<file path="config.mk">
export PLATFORM = sky130hd
export DESIGN_NAME = rice_parameter_selector
export DESIGN_NICKNAME = d
export VERILOG_FILES = /design/src/rtl/rps_pkg.sv /design/src/rtl/rice_parameter_selector.sv /design/src/rtl/rps_front.sv /design/src/rtl/rps_cell.sv
export SDC_FILE = /design/constraint.sdc
export NUM_CORES = 2
export LEC_CHECK = 0
export ABC_AREA = 1
export BUFFER_PORTS_ARGS = -buffer_cell sky130_fd_sc_hd__buf_4
export CAP_MARGIN = 20
export CORE_ASPECT_RATIO = 1.25
export CORE_MARGIN = 2
export CORE_UTILIZATION = 64
export DETAILED_ROUTE_END_ITERATION = 16
export PLACE_DENSITY_LB_ADDON = 0.12
export SYNTH_ARGS = -nofsm -noshare
export SYNTH_HDL_FRONTEND = slang
export SYNTH_SLANG_ARGS = --single-unit
</file>
<file path="constraint.sdc">
create_clock -name aclk -period 64.7 [get_ports aclk]
set_clock_uncertainty 0.1 [all_clocks]
set_input_delay 3.235 -clock aclk [delete_from_list [all_inputs] [get_ports aclk]]
set_output_delay 3.235 -clock aclk [all_outputs]
set_load 0.01 [all_outputs]
</file>
<file path="src/rtl/rps_pkg.sv">
`default_nettype none

package rps_pkg;

    localparam int SAMPLE_W = 16;
    localparam int VAL_W    = 17;
    localparam int RES_W    = 18;
    localparam int MAP_W    = 18;
    localparam int INC_W    = 20;
    localparam int FRAME_W  = 16;
    localparam int DIV_W    = 9;
    localparam int OUT_COST_W = 40;
    localparam int CFG_IDX_W  = 2;
    localparam int CFG_DATA_W = 16;
    localparam int S_DATA_W   = 32;
    localparam int M_DATA_W   = 104;

    localparam logic [CFG_IDX_W-1:0] REG_BLOCK_SIZE    = 2'd0;
    localparam logic [CFG_IDX_W-1:0] REG_MID_SIDE      = 2'd1;
    localparam logic [CFG_IDX_W-1:0] REG_CHANNEL_COUNT = 2'd2;

    localparam logic [FRAME_W-1:0] BLOCK_SIZE_RESET    = 16'd4096;
    localparam logic [1:0]         CHANNEL_COUNT_RESET = 2'd2;
    localparam logic [1:0]         CHANNEL_STEREO      = 2'd2;

    typedef struct packed {
        logic                      valid;
        logic                      close;
        logic                      skip;
        logic                      has1;
        logic [MAP_W-1:0]          m0;
        logic [MAP_W-1:0]          m1;
        logic signed [VAL_W-1:0]   fv0;
        logic signed [VAL_W-1:0]   fv1;
        logic [FRAME_W-1:0]        frames;
    } rps_tok_t;

endpackage

`default_nettype wire

</file>
<file path="src/rtl/rice_parameter_selector.sv">
// channel | ports                  | payload
// input   | s_tvalid/tready/tlast  | sample_left, sample_right; end_of_stream on tlast
// result  | m_tvalid/tready        | divisor, cost, first values, frame count
// config  | cfg_we/index/data      | block_size, mid_side_enable, channel_count
//
// one frame per cycle while s_tready is high; a frame runs through a
// front stage and one cell per candidate divisor, and the block result
// is registered in the output register from the last cell's closing frame.
// synchronous active-low reset clears all counters and cost sums at once.
// s_tready drops only while a block result waits in the output register
// with m_tready low and the chain's last cell holds the next closing frame.
`default_nettype none

module rice_parameter_selector
    import rps_pkg::*;
#(
    parameter int NUM_CANDIDATES = 9,
    parameter int COST_BITS      = 40
)
(
    input  wire logic                   aclk,
    input  wire logic                   aresetn,
    input  wire logic                   s_tvalid,
    output logic                        s_tready,
    input  wire logic [S_DATA_W-1:0]    s_tdata,   // sample_left, sample_right
    input  wire logic                   s_tlast,
    output logic                        m_tvalid,
    input  wire logic                   m_tready,
    // best_divisor, best_cost_bits, first_value_ch0, first_value_ch1, frames_in_block
    output logic [M_DATA_W-1:0]         m_tdata,
    input  wire logic                   cfg_we,
    input  wire logic [CFG_IDX_W-1:0]   cfg_index,
    input  wire logic [CFG_DATA_W-1:0]  cfg_data
);

    localparam int IDX_W = (NUM_CANDIDATES > 1) ? $clog2(NUM_CANDIDATES) : 1;
    localparam logic [63:0] OUT_COST_MAX = (64'd1 << OUT_COST_W) - 64'd1;

    logic [FRAME_W-1:0] block_size_reg;
    logic               mid_side_reg;
    logic [1:0]         chan_count_reg;

    logic advance, in_fire, last_close;

    rps_tok_t             tok_chain  [NUM_CANDIDATES+1];
    logic [COST_BITS-1:0] cost_chain [NUM_CANDIDATES+1];
    logic [IDX_W-1:0]     idx_chain  [NUM_CANDIDATES+1];

    logic                        out_valid_reg;
    logic [DIV_W-1:0]            out_div_reg, out_div_next;
    logic [OUT_COST_W-1:0]       out_cost_reg, out_cost_next;
    logic signed [VAL_W-1:0]     out_fv0_reg, out_fv1_reg;
    logic [FRAME_W-1:0]          out_frames_reg;

    always_ff @(posedge aclk) begin
        if (!aresetn) begin
            block_size_reg <= BLOCK_SIZE_RESET;
            mid_side_reg   <= 1'b0;
            chan_count_reg <= CHANNEL_COUNT_RESET;
        end else if (cfg_we) begin
            case (cfg_index)
                REG_BLOCK_SIZE:    block_size_reg <= cfg_data;
                REG_MID_SIDE:      mid_side_reg   <= cfg_data[0];
                REG_CHANNEL_COUNT: chan_count_reg <= cfg_data[1:0];
                default: ;
            endcase
        end
    end

    assign last_close = tok_chain[NUM_CANDIDATES].valid && tok_chain[NUM_CANDIDATES].close;
    assign advance    = !(out_valid_reg && !m_tready && last_close);
    assign s_tready   = advance;
    assign in_fire    = s_tvalid && s_tready;

    rps_front u_front (
        .aclk            (aclk),
        .aresetn         (aresetn),
        .advance         (advance),
        .in_fire         (in_fire),
        .sample_left     (s_tdata[15:0]),
        .sample_right    (s_tdata[31:16]),
        .end_of_stream   (s_tlast),
        .block_size      (block_size_reg),
        .mid_side_enable (mid_side_reg),
        .channel_count   (chan_count_reg),
        .tok_out         (tok_chain[0])
    );

    assign cost_chain[0] = '0;
    assign idx_chain[0]  = '0;

    for (genvar k = 0; k < NUM_CANDIDATES; k++) begin : g_cell
        rps_cell #(
            .K         (k),
            .IDX_W     (IDX_W),
            .COST_BITS (COST_BITS)
        ) u_cell (
            .aclk         (aclk),
            .aresetn      (aresetn),
            .advance      (advance),
            .tok_in       (tok_chain[k]),
            .min_cost_in  (cost_chain[k]),
            .min_idx_in   (idx_chain[k]),
            .tok_out      (tok_chain[k+1]),
            .min_cost_out (cost_chain[k+1]),
            .min_idx_out  (idx_chain[k+1])
        );
    end

    always_comb begin
        if (32'(idx_chain[NUM_CANDIDATES]) < DIV_W) begin
            out_div_next = DIV_W'(1) << idx_chain[NUM_CANDIDATES];
        end else begin
            out_div_next = '0;
        end
    end

    if (COST_BITS > OUT_COST_W) begin : g_cost_clamp
        always_comb begin
            if (cost_chain[NUM_CANDIDATES] > COST_BITS'(OUT_COST_MAX)) begin
                out_cost_next = OUT_COST_MAX[OUT_COST_W-1:0];
            end else begin
                out_cost_next = OUT_COST_W'(cost_chain[NUM_CANDIDATES]);
            end
        end
    end else begin : g_cost_ext
        assign out_cost_next = OUT_COST_W'(cost_chain[NUM_CANDIDATES]);
    end

    always_ff @(posedge aclk) begin
        if (!aresetn) begin
            out_valid_reg <= 1'b0;
        end else if (advance && last_close) begin
            out_valid_reg  <= 1'b1;
            out_div_reg    <= out_div_next;
            out_cost_reg   <= out_cost_next;
            out_fv0_reg    <= tok_chain[NUM_CANDIDATES].fv0;
            out_fv1_reg    <= tok_chain[NUM_CANDIDATES].fv1;
            out_frames_reg <= tok_chain[NUM_CANDIDATES].frames;
        end else if (m_tready) begin
            out_valid_reg <= 1'b0;
        end
    end

    assign m_tvalid = out_valid_reg;
    assign m_tdata  = {5'd0, out_frames_reg, out_fv1_reg, out_fv0_reg, out_cost_reg,
                       out_div_reg};

    a_div_onehot: assert property (@(posedge aclk) disable iff (!aresetn)
        out_valid_reg |-> ($onehot(out_div_reg) || NUM_CANDIDATES > DIV_W))
        else $error("divisor is not a single power of two");

    a_frames_nonzero: assert property (@(posedge aclk) disable iff (!aresetn)
        out_valid_reg |-> (out_frames_reg != '0))
        else $error("closed block reports no frames");

    a_single_frame: assert property (@(posedge aclk) disable iff (!aresetn)
        (out_valid_reg && out_frames_reg == FRAME_W'(1))
            |-> (out_cost_reg == '0 && out_div_reg == DIV_W'(1)))
        else $error("single frame block carries cost");

endmodule

`default_nettype wire

</file>
<file path="src/rtl/rps_front.sv">
`default_nettype none

module rps_front
    import rps_pkg::*;
(
    input  wire logic                  aclk,
    input  wire logic                  aresetn,
    input  wire logic                  advance,
    input  wire logic                  in_fire,
    input  wire logic [SAMPLE_W-1:0]   sample_left,
    input  wire logic [SAMPLE_W-1:0]   sample_right,
    input  wire logic                  end_of_stream,
    input  wire logic [FRAME_W-1:0]    block_size,
    input  wire logic                  mid_side_enable,
    input  wire logic [1:0]            channel_count,
    output rps_tok_t                   tok_out
);

    logic signed [VAL_W-1:0] prev0_reg, prev1_reg, prev0_next, prev1_next;
    logic signed [VAL_W-1:0] first0_reg, first1_reg, first0_next, first1_next;
    logic [FRAME_W-1:0]      cnt_reg, cnt_next;
    rps_tok_t                tok_reg, tok_next;

    logic                    stereo;
    logic signed [VAL_W-1:0] l, r, a, b;
    logic signed [RES_W-1:0] d0, d1;
    logic [FRAME_W-1:0]      cnt_inc, limit;
    logic                    skip, close;

    always_comb begin
        stereo  = (channel_count == CHANNEL_STEREO);
        l       = VAL_W'(signed'(sample_left));
        r       = stereo ? VAL_W'(signed'(sample_right)) : '0;
        if (stereo && mid_side_enable) begin
            a = l + r;
            b = l - r;
        end else begin
            a = l;
            b = r;
        end
        skip    = (cnt_reg == '0);
        d0      = RES_W'(a) - RES_W'(prev0_reg);
        d1      = RES_W'(b) - RES_W'(prev1_reg);
        cnt_inc = cnt_reg + FRAME_W'(1);
        limit   = (block_size == '0) ? FRAME_W'(1) : block_size;
        close   = end_of_stream || (cnt_inc >= limit);

        tok_next.valid  = in_fire;
        tok_next.close  = close;
        tok_next.skip   = skip;
        tok_next.has1   = stereo;
        tok_next.m0     = {d0[RES_W-2:0], 1'b0} ^ {MAP_W{d0[RES_W-1]}};
        tok_next.m1     = {d1[RES_W-2:0], 1'b0} ^ {MAP_W{d1[RES_W-1]}};
        tok_next.fv0    = skip ? a : first0_reg;
        tok_next.fv1    = stereo ? (skip ? b : first1_reg) : '0;
        tok_next.frames = cnt_inc;

        prev0_next  = a;
        prev1_next  = b;
        first0_next = skip ? a : first0_reg;
        first1_next = skip ? b : first1_reg;
        cnt_next    = close ? '0 : cnt_inc;
    end

    always_ff @(posedge aclk) begin
        if (!aresetn) begin
            prev0_reg     <= '0;
            prev1_reg     <= '0;
            first0_reg    <= '0;
            first1_reg    <= '0;
            cnt_reg       <= '0;
            tok_reg.valid <= 1'b0;
        end else begin
            if (in_fire) begin
                prev0_reg  <= prev0_next;
                prev1_reg  <= prev1_next;
                first0_reg <= first0_next;
                first1_reg <= first1_next;
                cnt_reg    <= cnt_next;
            end
            if (advance) begin
                tok_reg <= tok_next;
            end
        end
    end

    assign tok_out = tok_reg;

endmodule

`default_nettype wire

</file>
<file path="src/rtl/rps_cell.sv">
`default_nettype none

module rps_cell
    import rps_pkg::*;
#(
    parameter int K         = 0,
    parameter int IDX_W     = 4,
    parameter int COST_BITS = 40
)
(
    input  wire logic                  aclk,
    input  wire logic                  aresetn,
    input  wire logic                  advance,
    input  wire rps_tok_t              tok_in,
    input  wire logic [COST_BITS-1:0]  min_cost_in,
    input  wire logic [IDX_W-1:0]      min_idx_in,
    output rps_tok_t                   tok_out,
    output logic [COST_BITS-1:0]       min_cost_out,
    output logic [IDX_W-1:0]           min_idx_out
);

    localparam logic [COST_BITS-1:0] COST_MAX = '1;

    logic [COST_BITS-1:0] acc_reg, acc_next;
    rps_tok_t             tok_reg;
    logic [COST_BITS-1:0] min_cost_reg, min_cost_next;
    logic [IDX_W-1:0]     min_idx_reg, min_idx_next;

    logic [INC_W-1:0]     c0, c1, inc;
    logic [COST_BITS:0]   sum;
    logic [COST_BITS-1:0] acc_new;
    logic                 take;

    always_comb begin
        c0      = INC_W'(tok_in.m0 >> K) + INC_W'(K + 1);
        c1      = INC_W'(tok_in.m1 >> K) + INC_W'(K + 1);
        inc     = tok_in.skip ? '0 : (c0 + (tok_in.has1 ? c1 : '0));
        sum     = {1'b0, acc_reg} + (COST_BITS + 1)'(inc);
        acc_new = sum[COST_BITS] ? COST_MAX : sum[COST_BITS-1:0];
        // ties keep the earlier, smaller divisor
        take    = (K == 0) || (acc_new < min_cost_in);

        acc_next      = tok_in.close ? '0 : acc_new;
        min_cost_next = take ? acc_new : min_cost_in;
        min_idx_next  = take ? IDX_W'(K) : min_idx_in;
    end

    always_ff @(posedge aclk) begin
        if (!aresetn) begin
            acc_reg       <= '0;
            tok_reg.valid <= 1'b0;
        end else if (advance) begin
            if (tok_in.valid) begin
                acc_reg <= acc_next;
            end
            tok_reg      <= tok_in;
            min_cost_reg <= min_cost_next;
            min_idx_reg  <= min_idx_next;
        end
    end

    assign tok_out      = tok_reg;
    assign min_cost_out = min_cost_reg;
    assign min_idx_out  = min_idx_reg;

endmodule

`default_nettype wire
</file>
==> flow_summary.toml <==
[worst_setup_path]
path_class = "reg2reg"
startpoint = "g_cell[1].u_cell.tok_out[52]"
crit_path_end_kind = "flop"
slowest_delay_ps = 710
worstPathRequired_ps = 65150
cp.arrival_ps = 9480
cpMaxStageDelayCell = "nor4b_1"
crit_fanout = 41
cp_common_cell = "nand2_1"
reg2reg_slack_ps = 55670
ff2ff_path_depth = 45
timing.rr.start = "g_cell[1].u_cell.tok_out[52]"
crit_end = "g_cell[2].u_cell.min_idx_out[1]"
r2r_end = "g_cell[2].u_cell.min_idx_out[1]"
worstSetupStartpointType = "flop"

[route]
wl_per_cell_um = 19.8
routed_via_density = 5.87
drtAntennaViolNets = 0
first_pass_iters = 9
wl_um = 277000
drc = 0
initialDrtViolationCount = 7400
vias = 82257

[layout]
nNetsFinal = 12605
register_area_um2 = 47300
areaGrowthSynthToFinish_pct = 8.67
postLayoutCoreUtil_pct = 69.9
drive_gt1_share_pct = 6.01
largest_register_ffs = 700
multi_input_area_um2 = 44800
fillers = 11992

[clock_network]
clockRootBuffer = "clkbuf_16"
cts-htree-levels = 4
cts_buffers = 168
clock-sinks = 1734
path_clk_slew_ps = 70
post_cts_buffers = 0
cts-hold-fix-buffers = 0
clk_latency_ps = 870
clockBufferDepth = 3
cts_resized = 0
cts_tree = "done"

[synth]
netlist_instances = 11768
syn-cell-area_um2 = 99000
syn_area_per_cell_um2 = 8.41
synth_top_area_share_pct = 38.2
yosys-top-cells-area = "edfxtp_1 38%, nand2_1 12%, dfxtp_1 9.6%, ha_1 8.8%, a21oi_1 5.5%"
synth-edff-count = 1260
yosys.area.top_type = "edfxtp_1"
synth_ff_type = "edfxtp_1"
yosysMostFrequentCell = "nand2_1"
synth_top_cells_by_count = "3084 x nand2_1, 1441 x inv_1, 1260 x edfxtp_1"
async_reset_ff_share_pct = 0
ys_seq_area_share_pct = 47.8
ys_types = 70
yosysWarningCount = 0
ys_ff_latch = 1734

[global_routing]
grt_use_total_pct = 34.7
grt_pass1_wl_um = 433000
grt_max_degree = 180
grt_pass1_vias = 80838
overflow = 0
antenna_found_initial = 0

[sta]
finalSetupTns_ps = 0
post-route-period-util_pct = 14.0
drv_slew = 70
worst_pin_slew_ps = 1570
hold_ws_ps = 285
fin_crit_ps = 9030
fmaxAchievable_mhz = 111
setup_viol = 0
grt_setup_unrepaired = "no"
max_slew_margin_pct = -4.97
hold_viol = 0

[placement]
gp_congestion = 0.989
hpwlAfterDp_um = 204000
port_buffers = 156

[pwr]
leakage_nw = 46.4
ir_drop_mv = 0.0297
p_per_area_nw_per_um2 = 26.5

[flow_run]
max-cap-violations = 0

[status]
violations = "max-slew violations"
outcome = "complete, but fails checks"

[floorplanning]
die_y_um = 444
start_util_pct = 64.3
fp.coreArea_um2 = 154000
die_area_um2 = 158000
ios = 162
row_count = 161
die_width_um = 356

[min_path]
hp-start = "g_cell[8].u_cell.min_cost_out[19]"
hp-class = "reg2reg"
worst max-delay path: cells and delay by family, from the launching register on:
kind            cells  cell delay, ps
simple gates       28            5280
fa+ha+maj           4            1310
compound gates      8            1220
buf+inv             5             430
flops               1             360
power by group:
group	switching (W)	leakage, nW	internal [W]
sequential	0.0000597	16.3	0.00128
combinational	0.000321	27.4	0.000166
clock	0.000453	2.76	0.000572
stage by stage:
step / setup WS (ps) / total power [W] / area (µm²) / cells
5_1_grt: 54800 / 0.00296 / 108000 / 14012
4_1_cts: 55820 / 0.00285 / 107000 / 14007
2_1_floorplan: 10080 / 0.00174 / 99000 / 11772
3_3_place_gp: 55970 / 0.00182 / 102000 / 13696
3_5_place_dp: 55860 / 0.00184 / 102000 / 13696
6_report: 55670 / 0.00285 / 108000 / 14013
cell usage in the layout, fill, tap and decap left out, types with 17 or more instances in the layout:
| cell | synthesis | final |
|---|---|---|
| bufinv_16 | 0 | 17 |
| a21o_1 | 38 | 38 |
| o21ai_0 | 445 | 445 |
| xor2_1 | 217 | 217 |
| fa_1 | 22 | 22 |
| xnor2_1 | 63 | 63 |
| clkbuf_16 | 0 | 172 |
| clkinv_2 | 0 | 27 |
| a21boi_0 | 18 | 18 |
| a31oi_1 | 42 | 41 |
| buf_4 | 25 | 204 |
| clkbuf_1 | 212 | 37 |
| nand4_1 | 139 | 139 |
| o21a_1 | 32 | 32 |
| ha_1 | 693 | 693 |
| a211oi_1 | 26 | 26 |
| nor4_1 | 42 | 42 |
| dfxtp_1 | 474 | 474 |
| nand3_1 | 918 | 918 |
| or2_2 | 131 | 131 |
| clkinv_1 | 4 | 23 |
| edfxtp_1 | 1260 | 1260 |
| a21oi_1 | 1082 | 1078 |
| o211ai_1 | 22 | 22 |
| nor3_1 | 234 | 232 |
| o21bai_1 | 25 | 25 |
| inv_1 | 1441 | 1440 |
| nand3b_1 | 40 | 40 |
| nor2_1 | 733 | 720 |
| nand2_1 | 3084 | 3079 |
| nand2_2 | 20 | 25 |
metal layers:
metal / vias to the layer above / GRT usage, % / share of wire (%)
li1: 39711 / - / -
met1: 38487 / 39.4 / 37
met2: 3190 / 61.9 / 51
met3: 869 / 4.49 / 5.8
met4: 0 / 21.2 / 7.0
met5: - / 0 / 0
how the worst min path moves through the flow:
stage | to | slack [ps] | depth (start not counted)
floorplan | g_cell[0].u_cell.tok_out[0] | 300 | 0
global placement | g_cell[6].u_cell.tok_out[36] | 300 | 0
detailed placement | g_cell[0].u_cell.tok_out[12] | 300 | 0
CTS | out_cost_reg[19] | 290 | 0
global route | out_cost_reg[18] | 310 | 0
finish | out_cost_reg[19] | 280 | 0
kinds of logic after synthesis:
logic type,after synthesis,synth area share (%)
xor+xnor,280,2.48
buf+inv,1776,7.04
other cells,1,0.00379
fa+ha+maj,715,9.20
simple gates,5435,23.5
compound gates,1825,9.98
mux,2,0.0202
flops,1734,47.8
area by class of cell:
class / instances / area share [%]
well taps: 2037 / 2.37
inverters: 1457 / 5.09
clock buffers: 216 / 4.22
flip-flops and latches: 1734 / 44.0
diodes: 1 / 0.00233
multi-input cells: 8262 / 41.7
clock inverters: 95 / 1.08
repair buffers: 211 / 1.58
No activity file was read; power rests on OpenSTA's default activity.
